[src/hw/rtl/tws_pkg.sv]
// Shared types and constants of the textured wall column stepper.
`timescale 1ns / 1ps

package tws_pkg;

    // Field widths
    localparam int COL_W   = 11;
    localparam int ROW_W   = 11;
    localparam int HGT_W   = 12;
    localparam int TEX_W   = 11;
    localparam int TXC_W   = 10;
    localparam int DIST_W  = 20;
    localparam int FRAC_W  = 16;
    localparam int COLOR_W = 24;
    localparam int LINE_W  = 16;
    localparam int STEP_W  = 32;
    localparam int OFF_W   = 15;

    // Configuration port
    localparam int CFG_IDX_W = 3;
    localparam int CFG_DAT_W = 24;

    localparam logic [CFG_IDX_W-1:0] CFG_SCREEN_HEIGHT  = 3'd0;
    localparam logic [CFG_IDX_W-1:0] CFG_TEXTURE_WIDTH  = 3'd1;
    localparam logic [CFG_IDX_W-1:0] CFG_TEXTURE_HEIGHT = 3'd2;
    localparam logic [CFG_IDX_W-1:0] CFG_CEILING_COLOR  = 3'd3;
    localparam logic [CFG_IDX_W-1:0] CFG_FLOOR_COLOR    = 3'd4;

    localparam logic [HGT_W-1:0]   RST_SCREEN_HEIGHT = 12'd480;
    localparam logic [TEX_W-1:0]   RST_TEXTURE_SIZE  = 11'd64;
    localparam logic [COLOR_W-1:0] RST_CEILING_COLOR = 24'd2201000;
    localparam logic [COLOR_W-1:0] RST_FLOOR_COLOR   = 24'd225300;

    // Parameter defaults
    localparam int DEF_MAX_SCREEN_HEIGHT = 2048;
    localparam int DEF_MAX_TEX_SIZE      = 1024;

    // Region codes
    localparam logic [1:0] REGION_CEILING = 2'd0;
    localparam logic [1:0] REGION_WALL    = 2'd1;
    localparam logic [1:0] REGION_FLOOR   = 2'd2;

    // Queue between front and back
    localparam int QUEUE_DEPTH = 4;

    // Shared divider: (h << 10) / dist and (th << 16) / line_h
    localparam int DIV_NUM_W = 27;
    localparam int DIV_DEN_W = 20;

    // Classified input word
    typedef struct packed {
        logic              is_pixel;
        logic [COL_W-1:0]  column;
        logic [DIST_W-1:0] perp_dist;
        logic [FRAC_W-1:0] wall_frac;
        logic              hit_side;
        logic              flip;
    } t_item;

    // Effective (clamped) configuration
    typedef struct packed {
        logic [HGT_W-1:0]   height;
        logic [TEX_W-1:0]   tex_w;
        logic [TEX_W-1:0]   tex_h;
        logic [COLOR_W-1:0] ceiling;
        logic [COLOR_W-1:0] floor_c;
    } t_cfg;

endpackage

[src/hw/rtl/tws_front.sv]
// Front end: accepts input words, classifies them and queues them for the back end.
`timescale 1ns / 1ps

module tws_front (
    input  logic                       i_clk,
    input  logic                       i_rst_n,
    input  logic                       i_valid,
    output logic                       o_stall,
    input  logic                       i_req_type,
    input  logic [tws_pkg::COL_W-1:0]  i_column,
    input  logic [tws_pkg::DIST_W-1:0] i_perp_dist,
    input  logic [tws_pkg::FRAC_W-1:0] i_wall_frac,
    input  logic                       i_hit_side,
    input  logic                       i_dir_x_positive,
    input  logic                       i_dir_y_negative,
    output tws_pkg::t_item             o_head,
    output logic                       o_head_valid,
    input  logic                       i_pop
);

    localparam int DEPTH = tws_pkg::QUEUE_DEPTH;
    localparam int PTR_W = (DEPTH > 1) ? $clog2(DEPTH) : 1;
    localparam int CNT_W = $clog2(DEPTH + 1);

    tws_pkg::t_item r_mem [DEPTH];
    logic [PTR_W-1:0] r_wr_ptr, r_rd_ptr;
    logic [CNT_W-1:0] r_count;
    logic             push;
    tws_pkg::t_item   item;

    assign o_stall      = (r_count == CNT_W'(DEPTH));
    assign o_head_valid = (r_count != '0);
    assign o_head       = r_mem[r_rd_ptr];
    assign push         = i_valid && !o_stall;

    // Flip the texture column on faces seen from the far side.
    always_comb begin
        item.is_pixel  = i_req_type;
        item.column    = i_column;
        item.perp_dist = i_perp_dist;
        item.wall_frac = i_wall_frac;
        item.hit_side  = i_hit_side;
        item.flip      = i_hit_side ? i_dir_y_negative : i_dir_x_positive;
    end

    always_ff @(posedge i_clk) begin
        if (push) begin
            r_mem[r_wr_ptr] <= item;
        end
    end

    always_ff @(posedge i_clk) begin
        if (!i_rst_n) begin
            r_wr_ptr <= '0;
            r_rd_ptr <= '0;
            r_count  <= '0;
        end else begin
            if (push) begin
                r_wr_ptr <= (r_wr_ptr == PTR_W'(DEPTH - 1)) ? '0 : r_wr_ptr + 1'b1;
            end
            if (i_pop) begin
                r_rd_ptr <= (r_rd_ptr == PTR_W'(DEPTH - 1)) ? '0 : r_rd_ptr + 1'b1;
            end
            if (push && !i_pop) begin
                r_count <= r_count + 1'b1;
            end else if (!push && i_pop) begin
                r_count <= r_count - 1'b1;
            end
        end
    end

    a_pop_not_empty : assert property (@(posedge i_clk) disable iff (!i_rst_n)
        i_pop |-> o_head_valid)
        else $error("front: pop from empty queue");

    a_push_grows : assert property (@(posedge i_clk) disable iff (!i_rst_n)
        (push && !i_pop) |=> r_count == $past(r_count) + 1'b1)
        else $error("front: queue count lost a push");

    a_empty_ptrs : assert property (@(posedge i_clk) disable iff (!i_rst_n)
        (r_count == '0) |-> (r_wr_ptr == r_rd_ptr))
        else $error("front: pointers disagree on empty queue");

endmodule

[src/hw/rtl/tws_div.sv]
// Radix-2 restoring divider, one quotient bit per cycle.
`timescale 1ns / 1ps

module tws_div #(
    parameter int NUM_W = tws_pkg::DIV_NUM_W,
    parameter int DEN_W = tws_pkg::DIV_DEN_W
) (
    input  logic             i_clk,
    input  logic             i_rst_n,
    input  logic             i_start,
    input  logic [NUM_W-1:0] i_num,
    input  logic [DEN_W-1:0] i_den,
    output logic             o_done,
    output logic [NUM_W-1:0] o_quot
);

    localparam int CNT_W = $clog2(NUM_W + 1);

    logic [NUM_W-1:0] r_quot;
    logic [DEN_W-1:0] r_rem, r_den;
    logic [CNT_W-1:0] r_cnt;
    logic             r_busy, r_done;
    logic [DEN_W:0]   rem_sh, diff;
    logic             ge;

    // Divide by zero yields all ones.
    assign rem_sh = {r_rem, r_quot[NUM_W-1]};
    assign diff   = rem_sh - {1'b0, r_den};
    assign ge     = (rem_sh >= {1'b0, r_den});
    assign o_done = r_done;
    assign o_quot = r_quot;

    always_ff @(posedge i_clk) begin
        if (!i_rst_n) begin
            r_busy <= 1'b0;
            r_done <= 1'b0;
            r_cnt  <= '0;
            r_quot <= '0;
            r_rem  <= '0;
            r_den  <= '0;
        end else begin
            r_done <= 1'b0;
            if (i_start) begin
                r_busy <= 1'b1;
                r_cnt  <= CNT_W'(NUM_W);
                r_quot <= i_num;
                r_rem  <= '0;
                r_den  <= i_den;
            end else if (r_busy) begin
                r_quot <= {r_quot[NUM_W-2:0], ge};
                r_rem  <= ge ? diff[DEN_W-1:0] : rem_sh[DEN_W-1:0];
                r_cnt  <= r_cnt - 1'b1;
                if (r_cnt == CNT_W'(1)) begin
                    r_busy <= 1'b0;
                    r_done <= 1'b1;
                end
            end
        end
    end

endmodule

[src/hw/rtl/tws_back.sv]
// Back end: column setup through the shared divider, then one pixel row per word.
`timescale 1ns / 1ps

module tws_back (
    input  logic                        i_clk,
    input  logic                        i_rst_n,
    input  tws_pkg::t_cfg               i_cfg,
    input  tws_pkg::t_item              i_head,
    input  logic                        i_head_valid,
    output logic                        o_pop,
    output logic                        o_valid,
    input  logic                        i_stall,
    output logic [tws_pkg::COL_W-1:0]   o_out_column,
    output logic [tws_pkg::ROW_W-1:0]   o_out_row,
    output logic [1:0]                  o_region,
    output logic [tws_pkg::TXC_W-1:0]   o_tex_x,
    output logic [tws_pkg::TXC_W-1:0]   o_tex_y,
    output logic                        o_shade,
    output logic [tws_pkg::COLOR_W-1:0] o_fill_color,
    output logic                        o_last_row
);

    localparam int HGT_W  = tws_pkg::HGT_W;
    localparam int TEX_W  = tws_pkg::TEX_W;
    localparam int LINE_W = tws_pkg::LINE_W;
    localparam int STEP_W = tws_pkg::STEP_W;
    localparam int OFF_W  = tws_pkg::OFF_W;
    localparam int NUM_W  = tws_pkg::DIV_NUM_W;
    localparam int DEN_W  = tws_pkg::DIV_DEN_W;
    localparam int PROD_W = OFF_W + STEP_W;

    typedef enum logic [1:0] {ST_IDLE, ST_DIV_H, ST_DIV_T, ST_POS} t_state;

    t_state r_state;

    logic [tws_pkg::COL_W-1:0] r_cur_column;
    logic [tws_pkg::TXC_W-1:0] r_tex_column;
    logic                      r_y_face;
    logic [HGT_W-1:0]          r_wall_top, r_wall_bottom;
    logic [STEP_W-1:0]         r_tex_step, r_tex_pos;
    logic [tws_pkg::ROW_W-1:0] r_row_count;
    logic                      r_live;
    logic                      r_dist_zero;
    logic [LINE_W-1:0]         r_line_h;
    logic [OFF_W-1:0]          r_off;
    logic                      r_div_start;
    logic [NUM_W-1:0]          r_div_num;
    logic [DEN_W-1:0]          r_div_den;

    logic             div_done;
    logic [NUM_W-1:0] div_quot;

    // pixel path
    logic [HGT_W-1:0]   half_h, row_ext;
    logic               in_wall, is_last;
    logic [TEX_W-1:0]   th_m1, ty;
    logic [LINE_W-1:0]  ty_raw;
    logic               emit;
    // load path
    logic [NUM_W-1:0]  tc_prod;
    logic [TEX_W-1:0]  tc_raw, tc_sel;
    // line height path
    logic [LINE_W-1:0] n_line_h;
    logic [OFF_W-1:0]  half_l, half_h15;
    logic [HGT_W-1:0]  n_wall_top, n_wall_bottom, h_m1;
    logic [LINE_W-1:0] bot_sum;
    logic [OFF_W-1:0]  n_off;
    logic [PROD_W-1:0] n_pos_prod;

    tws_div #(
        .NUM_W (NUM_W),
        .DEN_W (DEN_W)
    ) u_div (
        .i_clk   (i_clk),
        .i_rst_n (i_rst_n),
        .i_start (r_div_start),
        .i_num   (r_div_num),
        .i_den   (r_div_den),
        .o_done  (div_done),
        .o_quot  (div_quot)
    );

    assign o_pop = (r_state == ST_IDLE) && i_head_valid
                 && (!i_head.is_pixel || !o_valid || !i_stall);
    assign emit  = o_pop && i_head.is_pixel && r_live;

    // Row classification and texel row for the current pixel
    always_comb begin
        half_h  = i_cfg.height >> 1;
        h_m1    = i_cfg.height - 12'd1;
        row_ext = {1'b0, r_row_count};
        in_wall = (row_ext >= r_wall_top) && (row_ext < r_wall_bottom);
        is_last = (row_ext >= h_m1);
        th_m1   = i_cfg.tex_h - 11'd1;
        ty_raw  = r_tex_pos[STEP_W-1:16];
        ty      = (ty_raw > LINE_W'(th_m1)) ? th_m1 : ty_raw[TEX_W-1:0];
    end

    // Texture column of a load word
    always_comb begin
        tc_prod = NUM_W'(i_head.wall_frac) * NUM_W'(i_cfg.tex_w);
        tc_raw  = tc_prod[NUM_W-1:16];
        tc_sel  = i_head.flip ? (i_cfg.tex_w - tc_raw - 11'd1) : tc_raw;
    end

    // Line height, wall span and texture offset from the first quotient
    always_comb begin
        n_line_h = (r_dist_zero || (div_quot[NUM_W-1:LINE_W] != '0))
                 ? {LINE_W{1'b1}} : div_quot[LINE_W-1:0];
        half_l   = n_line_h[LINE_W-1:1];
        half_h15 = OFF_W'(half_h);
        if (half_l >= half_h15) begin
            n_wall_top = '0;
            n_off      = half_l - half_h15;
        end else begin
            n_wall_top = half_h - HGT_W'(half_l);
            n_off      = '0;
        end
        bot_sum       = LINE_W'(half_l) + LINE_W'(half_h);
        n_wall_bottom = (bot_sum > LINE_W'(h_m1)) ? h_m1 : bot_sum[HGT_W-1:0];
        n_pos_prod    = PROD_W'(r_off) * PROD_W'(r_tex_step);
    end

    always_ff @(posedge i_clk) begin
        if (!i_rst_n) begin
            r_state       <= ST_IDLE;
            r_live        <= 1'b0;
            r_cur_column  <= '0;
            r_tex_column  <= '0;
            r_y_face      <= 1'b0;
            r_wall_top    <= '0;
            r_wall_bottom <= '0;
            r_tex_step    <= '0;
            r_tex_pos     <= '0;
            r_row_count   <= '0;
            r_dist_zero   <= 1'b0;
            r_line_h      <= '0;
            r_off         <= '0;
            r_div_start   <= 1'b0;
            r_div_num     <= '0;
            r_div_den     <= '0;
            o_valid       <= 1'b0;
            o_out_column  <= '0;
            o_out_row     <= '0;
            o_region      <= tws_pkg::REGION_CEILING;
            o_tex_x       <= '0;
            o_tex_y       <= '0;
            o_shade       <= 1'b0;
            o_fill_color  <= '0;
            o_last_row    <= 1'b0;
        end else begin
            r_div_start <= 1'b0;

            // output register
            if (emit) begin
                o_valid      <= 1'b1;
                o_out_column <= r_cur_column;
                o_out_row    <= r_row_count;
                o_last_row   <= is_last;
                if (in_wall) begin
                    o_region     <= tws_pkg::REGION_WALL;
                    o_tex_x      <= r_tex_column;
                    o_tex_y      <= ty[tws_pkg::TXC_W-1:0];
                    o_shade      <= r_y_face;
                    o_fill_color <= '0;
                end else begin
                    o_region     <= (row_ext < half_h) ? tws_pkg::REGION_CEILING
                                                       : tws_pkg::REGION_FLOOR;
                    o_tex_x      <= '0;
                    o_tex_y      <= '0;
                    o_shade      <= 1'b0;
                    o_fill_color <= (row_ext < half_h) ? i_cfg.ceiling : i_cfg.floor_c;
                end
            end else if (!i_stall) begin
                o_valid <= 1'b0;
            end

            unique case (r_state)
                ST_IDLE: begin
                    if (emit) begin
                        if (in_wall) begin
                            r_tex_pos <= r_tex_pos + r_tex_step;
                        end
                        if (is_last) begin
                            r_live      <= 1'b0;
                            r_row_count <= '0;
                        end else begin
                            r_row_count <= r_row_count + 1'b1;
                        end
                    end else if (o_pop && !i_head.is_pixel) begin
                        r_cur_column <= i_head.column;
                        r_tex_column <= tc_sel[tws_pkg::TXC_W-1:0];
                        r_y_face     <= i_head.hit_side;
                        r_dist_zero  <= (i_head.perp_dist == '0);
                        r_div_start  <= 1'b1;
                        r_div_num    <= NUM_W'({i_cfg.height, 10'd0});
                        r_div_den    <= i_head.perp_dist;
                        r_state      <= ST_DIV_H;
                    end
                end
                ST_DIV_H: begin
                    if (div_done) begin
                        r_line_h      <= n_line_h;
                        r_wall_top    <= n_wall_top;
                        r_wall_bottom <= n_wall_bottom;
                        r_off         <= n_off;
                        r_div_start   <= 1'b1;
                        r_div_num     <= NUM_W'({i_cfg.tex_h, 16'd0});
                        r_div_den     <= DEN_W'(n_line_h);
                        r_state       <= ST_DIV_T;
                    end
                end
                ST_DIV_T: begin
                    if (div_done) begin
                        r_tex_step <= (r_line_h == '0) ? '0 : STEP_W'(div_quot);
                        r_state    <= ST_POS;
                    end
                end
                ST_POS: begin
                    r_tex_pos   <= n_pos_prod[STEP_W-1:0];
                    r_row_count <= '0;
                    r_live      <= 1'b1;
                    r_state     <= ST_IDLE;
                end
                default: r_state <= ST_IDLE;
            endcase
        end
    end

    a_done_in_div : assert property (@(posedge i_clk) disable iff (!i_rst_n)
        div_done |-> (r_state == ST_DIV_H || r_state == ST_DIV_T))
        else $error("back: divider finished outside column setup");

    a_load_starts : assert property (@(posedge i_clk) disable iff (!i_rst_n)
        (o_pop && !i_head.is_pixel) |=> (r_state == ST_DIV_H && r_div_start))
        else $error("back: load word did not start the divider");

    a_wall_order : assert property (@(posedge i_clk) disable iff (!i_rst_n)
        r_wall_top <= r_wall_bottom)
        else $error("back: wall top below wall bottom");

    a_last_ends : assert property (@(posedge i_clk) disable iff (!i_rst_n)
        (emit && is_last) |=> !r_live)
        else $error("back: column still live after its last row");

endmodule

[src/hw/rtl/textured_wall_column_stepper_core.sv]
// Top level of the textured wall column stepper: config registers, front and back.
`timescale 1ns / 1ps

// Usage:
//  Input channel (i_valid / o_stall) takes one word per accepted edge. A load
//  word (req_type 0) sets up a screen column; each pixel word (req_type 1)
//  gives one row of that column, top to bottom, on the output channel
//  (o_valid / i_stall). Loads give no output; pixel words with no live column
//  are dropped.
//  Throughput: pixel words stream at one per cycle while no load is being set
//  up and the output is not stalled. A load holds the back end for two passes
//  through the one-bit-per-cycle divider (line height, then texture step),
//  then a step that sets the texture start position, before it resumes.
//  The output word is registered in the back end as the pixel word is popped.
//  A 4-word queue decouples the input from the back end, so input words keep
//  being taken while a load is being set up or the output is stalled; o_stall
//  rises only when that queue is full.
//  When i_stall is high the output word holds; pixel words wait for it.
//  Reset (synchronous, active low) empties the queue, drops any live column
//  and returns the config registers to their defaults. Config writes
//  (i_cfg_we, i_cfg_index, i_cfg_data) are meant for idle periods only.
module textured_wall_column_stepper_core #(
    parameter int MAX_SCREEN_HEIGHT = tws_pkg::DEF_MAX_SCREEN_HEIGHT,
    parameter int MAX_TEX_SIZE      = tws_pkg::DEF_MAX_TEX_SIZE
) (
    input  logic                          i_clk,
    input  logic                          i_rst_n,
    // config port
    input  logic                          i_cfg_we,
    input  logic [tws_pkg::CFG_IDX_W-1:0] i_cfg_index,
    input  logic [tws_pkg::CFG_DAT_W-1:0] i_cfg_data,
    // input channel
    input  logic                          i_valid,
    output logic                          o_stall,
    input  logic                          i_req_type,
    input  logic [tws_pkg::COL_W-1:0]     i_column,
    input  logic [tws_pkg::DIST_W-1:0]    i_perp_dist,
    input  logic [tws_pkg::FRAC_W-1:0]    i_wall_frac,
    input  logic                          i_hit_side,
    input  logic                          i_dir_x_positive,
    input  logic                          i_dir_y_negative,
    // output channel
    output logic                          o_valid,
    input  logic                          i_stall,
    output logic [tws_pkg::COL_W-1:0]     o_out_column,
    output logic [tws_pkg::ROW_W-1:0]     o_out_row,
    output logic [1:0]                    o_region,
    output logic [tws_pkg::TXC_W-1:0]     o_tex_x,
    output logic [tws_pkg::TXC_W-1:0]     o_tex_y,
    output logic                          o_shade,
    output logic [tws_pkg::COLOR_W-1:0]   o_fill_color,
    output logic                          o_last_row
);

    localparam int HGT_W = tws_pkg::HGT_W;
    localparam int TEX_W = tws_pkg::TEX_W;
    localparam int CMP_W = 13;   // holds any limit up to 4096

    // Raw config registers
    logic [HGT_W-1:0]            r_screen_height;
    logic [TEX_W-1:0]            r_texture_width, r_texture_height;
    logic [tws_pkg::COLOR_W-1:0] r_ceiling_color, r_floor_color;

    tws_pkg::t_cfg  cfg;
    tws_pkg::t_item head;
    logic           head_valid, pop;

    always_ff @(posedge i_clk) begin
        if (!i_rst_n) begin
            r_screen_height  <= tws_pkg::RST_SCREEN_HEIGHT;
            r_texture_width  <= tws_pkg::RST_TEXTURE_SIZE;
            r_texture_height <= tws_pkg::RST_TEXTURE_SIZE;
            r_ceiling_color  <= tws_pkg::RST_CEILING_COLOR;
            r_floor_color    <= tws_pkg::RST_FLOOR_COLOR;
        end else if (i_cfg_we) begin
            unique case (i_cfg_index)
                tws_pkg::CFG_SCREEN_HEIGHT:  r_screen_height  <= i_cfg_data[HGT_W-1:0];
                tws_pkg::CFG_TEXTURE_WIDTH:  r_texture_width  <= i_cfg_data[TEX_W-1:0];
                tws_pkg::CFG_TEXTURE_HEIGHT: r_texture_height <= i_cfg_data[TEX_W-1:0];
                tws_pkg::CFG_CEILING_COLOR:  r_ceiling_color  <= i_cfg_data;
                tws_pkg::CFG_FLOOR_COLOR:    r_floor_color    <= i_cfg_data;
                default: ;  // unknown index: ignored
            endcase
        end
    end

    // Clamp registers into their usable ranges
    always_comb begin
        if (r_screen_height < 12'd2) begin
            cfg.height = 12'd2;
        end else if (CMP_W'(r_screen_height) > CMP_W'(MAX_SCREEN_HEIGHT)) begin
            cfg.height = HGT_W'(MAX_SCREEN_HEIGHT);
        end else begin
            cfg.height = r_screen_height;
        end

        if (r_texture_width == '0) begin
            cfg.tex_w = 11'd1;
        end else if (CMP_W'(r_texture_width) > CMP_W'(MAX_TEX_SIZE)) begin
            cfg.tex_w = TEX_W'(MAX_TEX_SIZE);
        end else begin
            cfg.tex_w = r_texture_width;
        end

        if (r_texture_height == '0) begin
            cfg.tex_h = 11'd1;
        end else if (CMP_W'(r_texture_height) > CMP_W'(MAX_TEX_SIZE)) begin
            cfg.tex_h = TEX_W'(MAX_TEX_SIZE);
        end else begin
            cfg.tex_h = r_texture_height;
        end

        cfg.ceiling = r_ceiling_color;
        cfg.floor_c = r_floor_color;
    end

    tws_front u_front (
        .i_clk            (i_clk),
        .i_rst_n          (i_rst_n),
        .i_valid          (i_valid),
        .o_stall          (o_stall),
        .i_req_type       (i_req_type),
        .i_column         (i_column),
        .i_perp_dist      (i_perp_dist),
        .i_wall_frac      (i_wall_frac),
        .i_hit_side       (i_hit_side),
        .i_dir_x_positive (i_dir_x_positive),
        .i_dir_y_negative (i_dir_y_negative),
        .o_head           (head),
        .o_head_valid     (head_valid),
        .i_pop            (pop)
    );

    tws_back u_back (
        .i_clk        (i_clk),
        .i_rst_n      (i_rst_n),
        .i_cfg        (cfg),
        .i_head       (head),
        .i_head_valid (head_valid),
        .o_pop        (pop),
        .o_valid      (o_valid),
        .i_stall      (i_stall),
        .o_out_column (o_out_column),
        .o_out_row    (o_out_row),
        .o_region     (o_region),
        .o_tex_x      (o_tex_x),
        .o_tex_y      (o_tex_y),
        .o_shade      (o_shade),
        .o_fill_color (o_fill_color),
        .o_last_row   (o_last_row)
    );

endmodule

[config.mk]
export PLATFORM = sky130hd
export DESIGN_NAME = textured_wall_column_stepper_core
export DESIGN_NICKNAME = d
export VERILOG_FILES = /design/src/hw/rtl/tws_pkg.sv /design/src/hw/rtl/tws_front.sv /design/src/hw/rtl/tws_div.sv /design/src/hw/rtl/tws_back.sv /design/src/hw/rtl/textured_wall_column_stepper_core.sv
export SDC_FILE = /design/constraint.sdc
export NUM_CORES = 2
export LEC_CHECK = 0
export BUFFER_PORTS_ARGS = -buffer_cell sky130_fd_sc_hd__buf_2
export CELL_PAD_IN_SITES_DETAIL_PLACEMENT = 2
export CELL_PAD_IN_SITES_GLOBAL_PLACEMENT = 2
export CORE_ASPECT_RATIO = 1.75
export CORE_MARGIN = 10
export CORE_UTILIZATION = 30
export CTS_CLUSTER_DIAMETER = 30
export DETAILED_ROUTE_END_ITERATION = 7
export PLACE_DENSITY = 0.68
export REMOVE_ABC_BUFFERS = 1
export SYNTH_ARGS = -nofsm -noshare
export SYNTH_HDL_FRONTEND = slang
export SYNTH_HIERARCHICAL = 1
export SYNTH_SLANG_ARGS = --single-unit
[constraint.sdc]
create_clock -name i_clk -period 8.35 [get_ports i_clk]
set_input_delay 1.2525 -clock i_clk [delete_from_list [all_inputs] [get_ports i_clk]]
set_output_delay 1.2525 -clock i_clk [all_outputs]
set_load 0.05 [all_outputs]
==> metrics.md <==
| Metric | Value |
|---|---|
| Port Buf Inserts | 154 |
| Synth Register Bits | 625 |
| Area leader, netlist | dfxtp_1 |
| P_leak | around 22 nW |
| Vias in the first global route | 42460 |
| Post-Syn Instances | 4903 |
| Synth top area share | 18.39% |
| Gr usage total | between 15 and 20% |
| Measured slew at the worst slew-check pin | 1.210 ns |
| Initial Utilization | 30.17% |
| Syn-to-layout area delta | 15.39% |
| TritonCTS clock tree | yes |
| Ys async rst share | 0% |
| TritonCTS Buffers | approximately 100 |
| Worst-Skew Late Latency | 0.73 ns |
| HPWL after detailed placement | between 100000 and 150000 um |
| Cell types occupying the most area after synthesis | dfxtp_1 (18%), fa_1 (18%), edfxtp_1 (13%) |
| Slew Viols, Final | 0 |
| Largest net degree at the start of global routing | 127 |
| Average vias per placed instance | 5.124 |
| Global routing usage on met1 | 19.47% |
| Switch share | 39.25% |
| Cell Area, Synth | 0.04627 sq mm |
| Placed cells | 6918 |
| Max Fclk | between 100 and 150 MHz |
| Gpl congestion | between 0.8 and 0.9 |
| Pwr/cell area | 252.9 mW/mm^2 |
| Hold-fix buffers at CTS | 0 |
| Worst R2R Path Depth | 26 |
| Core Util, Final | 34.82% |
| CTS Root Cell | clkbuf_16 |
| Final-report hold violation count | 0 |
| Initial antenna violation count | 11 |
| Most frequent cells in the layout | nand2_1 (758), inv_1 (489), dfxtp_1 (421), fa_1 (410), ha_1 (291) |
| Status | finished clean |
| Initial DRC Count | roughly 1400 |
| Post-synth EDFFs | 200 |
| # IOs | 155 |
| Clk_skew | 0.09134 ns |
| Row count | 190 |
| Via count | 36570 |
| Peak supply drop | 0.2488 mV |
| Critical path class | reg -> reg |
| Commonest non-fill, non-tap cell in the layout | nand2_1 |
| Min cycle time layout | 7.958 ns |
| Post-route ant nets | 0 |
| Nets | 5816 |
| Switching power | 5.299 mW |
| Setup WS pre-CTS | 0.1181 ns |
| Final Non-Filler Cells | 7136 |
| CTS sink cnt | ~630 |
| Post-Syn Area per Cell | 9.436 sq um |
| Critical Path Start Type | register |
| Core area | 0.1533 sq mm |
| WL final | 171000 um |
| Comb power frac | approximately two fifths |
| Post-synthesis sequential area ratio | 31.37% |
| Pint | 8.200 mW |
| Synthesis Warnings | 6 |
| CP max FO | 11 |
| # setup viols final | 0 |
| HP Class | reg -> reg |
| Synth cell types | 106 |
| Die height | 539.5 um |
| Global-route wire length before repair | 260700 um |
| Nature of the critical path endpoint | register |
| Clock-pin slew on the worst setup and hold paths | around 0.060 ns |
| Post-route DRC | 0 |
| Required time worst endpoint | 8.92 ns |
| Max-slew headroom | 19.34% |
| WL/cell | ~24 um |
| Pre-antenna DRT Iters | 5 |
| Chip width | between 300 and 400 um |
| GRT Max-Usage Layer | met2 |
| Cell depth of the worst hold path | 2 |
| Share of cells above drive strength 1 | 11.86% |
| Die area | between 0.15 and 0.2 sq mm |
| Synth Flop Type | dfxtp_1 |
| Setup WS post-layout | roughly 0.39 ns |
| Clk network pwr share | between 30% and 40% |
| Final period util | 95.31% |
| Met2 usage | approximately 40% |
| Grt met3 use | 1.871% |
| Reg power frac | 27.0% |
| Clk buf depth | 3 |
| Max Cap Viol | 0 |
| H-tree Lvls | 3 |
| Worst path arrival time | roughly 8.5 ns |
| Grt ovf | 0 |
## Yosys cell counts, types with 27 or more instances
cell      instances
o211ai_1         42
buf_2            27
o21ai_1          30
a21o_1           74
o21ai_0         192
clkbuf_1        207
edfxtp_1        200
o21a_1           33
a21oi_1         232
ha_1            293
and2_1          253
nor2_1          208
nor2b_1          71
nand2_1         758
dfxtp_1         425
a21boi_1         36
inv_1           490
xor2_1           46
xnor2_1          96
fa_1            410
nand3_1         129
a211oi_1         28
mux2i_1          93
nor3_1           43
a22oi_1          47
mux4_2           50
## flip-flops by register name, summed over array words and instances (netlist names), 12 cells and up, named ones only
signal	cells
u_back/r_div_den	20
u_back/r_div_num	17
u_front/r_mem	200
r_floor_color	24
u_back/r_tex_pos	32
u_back/u_div/r_den	20
u_back/u_div/o_quot	27
u_back/u_div/r_rem	20
u_back/r_tex_step	27
u_back/r_line_h	16
r_screen_height	12
r_ceiling_color	24
u_back/o_fill_color	24
u_back/r_wall_bottom	12
u_back/r_off	15
u_back/r_wall_top	12
## metrics by stage
stage	hold WS (ns)	setup TNS [ns]	power, mW	area (sq um)
after floorplan	0.4289	-4.771	7.012	45040
after global placement	0.4316	0	8.764	49360
after detailed placement	0.4428	0	8.876	49360
after CTS	0.4509	0	13.56	53140
after global routing	0.4708	-0.01320	14.32	53390
final	0.4503	0	13.50	53390
## cells by family after synthesis
group           synth area share (%)
mux                            4.592
simple gates                   16.76
compound gates                 12.13
buf+inv                        6.712
other cells                 0.008105
xor+xnor                       2.688
fa+ha+maj                      25.74
flops                          31.37
## power groups by stage
stage / sequential, mW / combinational, mW / clock [mW]
after floorplan: 3.71 / 3.30 / 0
after global placement: 3.69 / 5.07 / 0
after detailed placement: 3.71 / 5.17 / 0
after CTS: 3.65 / 5.22 / 4.69
after global routing: 3.68 / 5.82 / 4.82
final: 3.64 / 5.27 / 4.59
## metal layers
metal  wire length, um  up-vias  share of wire, %
met1             59800    18940                35
met2             97880      626                57
li1                  -    16650                 -
met4              9287        0               5.4
met3              4019      350               2.4
met5                 0        -                 0
## area by class of cell
class | count | area [sq um]
Fill cell | 16880 | 99950
Inverter | 491 | 1848
Tap cell | 2016 | 2522
Clock buffer | 122 | 2791
Sequential cell | 625 | 14520
Antenna cell | 1 | 2.502
Clock inverter | 73 | 985.9
Multi-Input combinational cell | 3520 | 28850
Timing Repair Buffer | 288 | 1868
## worst paths after layout
path                                                             to  slack (ns)                           startpoint
worst min register to register  u_back/o_out_column[6]$_SDFFE_PN0P_        0.45  u_back/o_out_column[6]$_SDFFE_PN0P_
worst max-delay path            u_back/r_tex_column[8]$_SDFFE_PN0P_        0.39                             register
worst max register to register  u_back/r_tex_column[8]$_SDFFE_PN0P_        0.39                             register
worst min-delay path            u_back/o_out_column[6]$_SDFFE_PN0P_        0.45  u_back/o_out_column[6]$_SDFFE_PN0P_
## what timing repair did
action	CTS	global route
buffers inserted	0	21
endpoints found under the setup margin	0	3
resized for setup	0	13
hold endpoints to repair	0	0
## critical path, stage by stage, from the launching register on
cell and delay [ns]:
dfxtp_4 0.43, buf_12 0.19, mux4_1 0.75, and2_1 0.26
fa_1 0.49, fa_1 0.52, fa_1 0.53, fa_1 0.60
inv_1 0.07, fa_1 0.53, inv_1 0.05, ha_1 0.36
a21o_1 0.18, a21o_1 0.18, a221oi_2 0.32, o21ai_0 0.18
a21oi_1 0.20, xor2_1 0.21, ha_1 0.31, nor2b_1 0.15
o21ai_1 0.12, nand2b_1 0.12, maj3_2 0.33, maj3_2 0.33
xor2_1 0.15, a21oi_1 0.17, o21ai_1 0.09
Note: power is estimated with default switching activity, not from simulation.
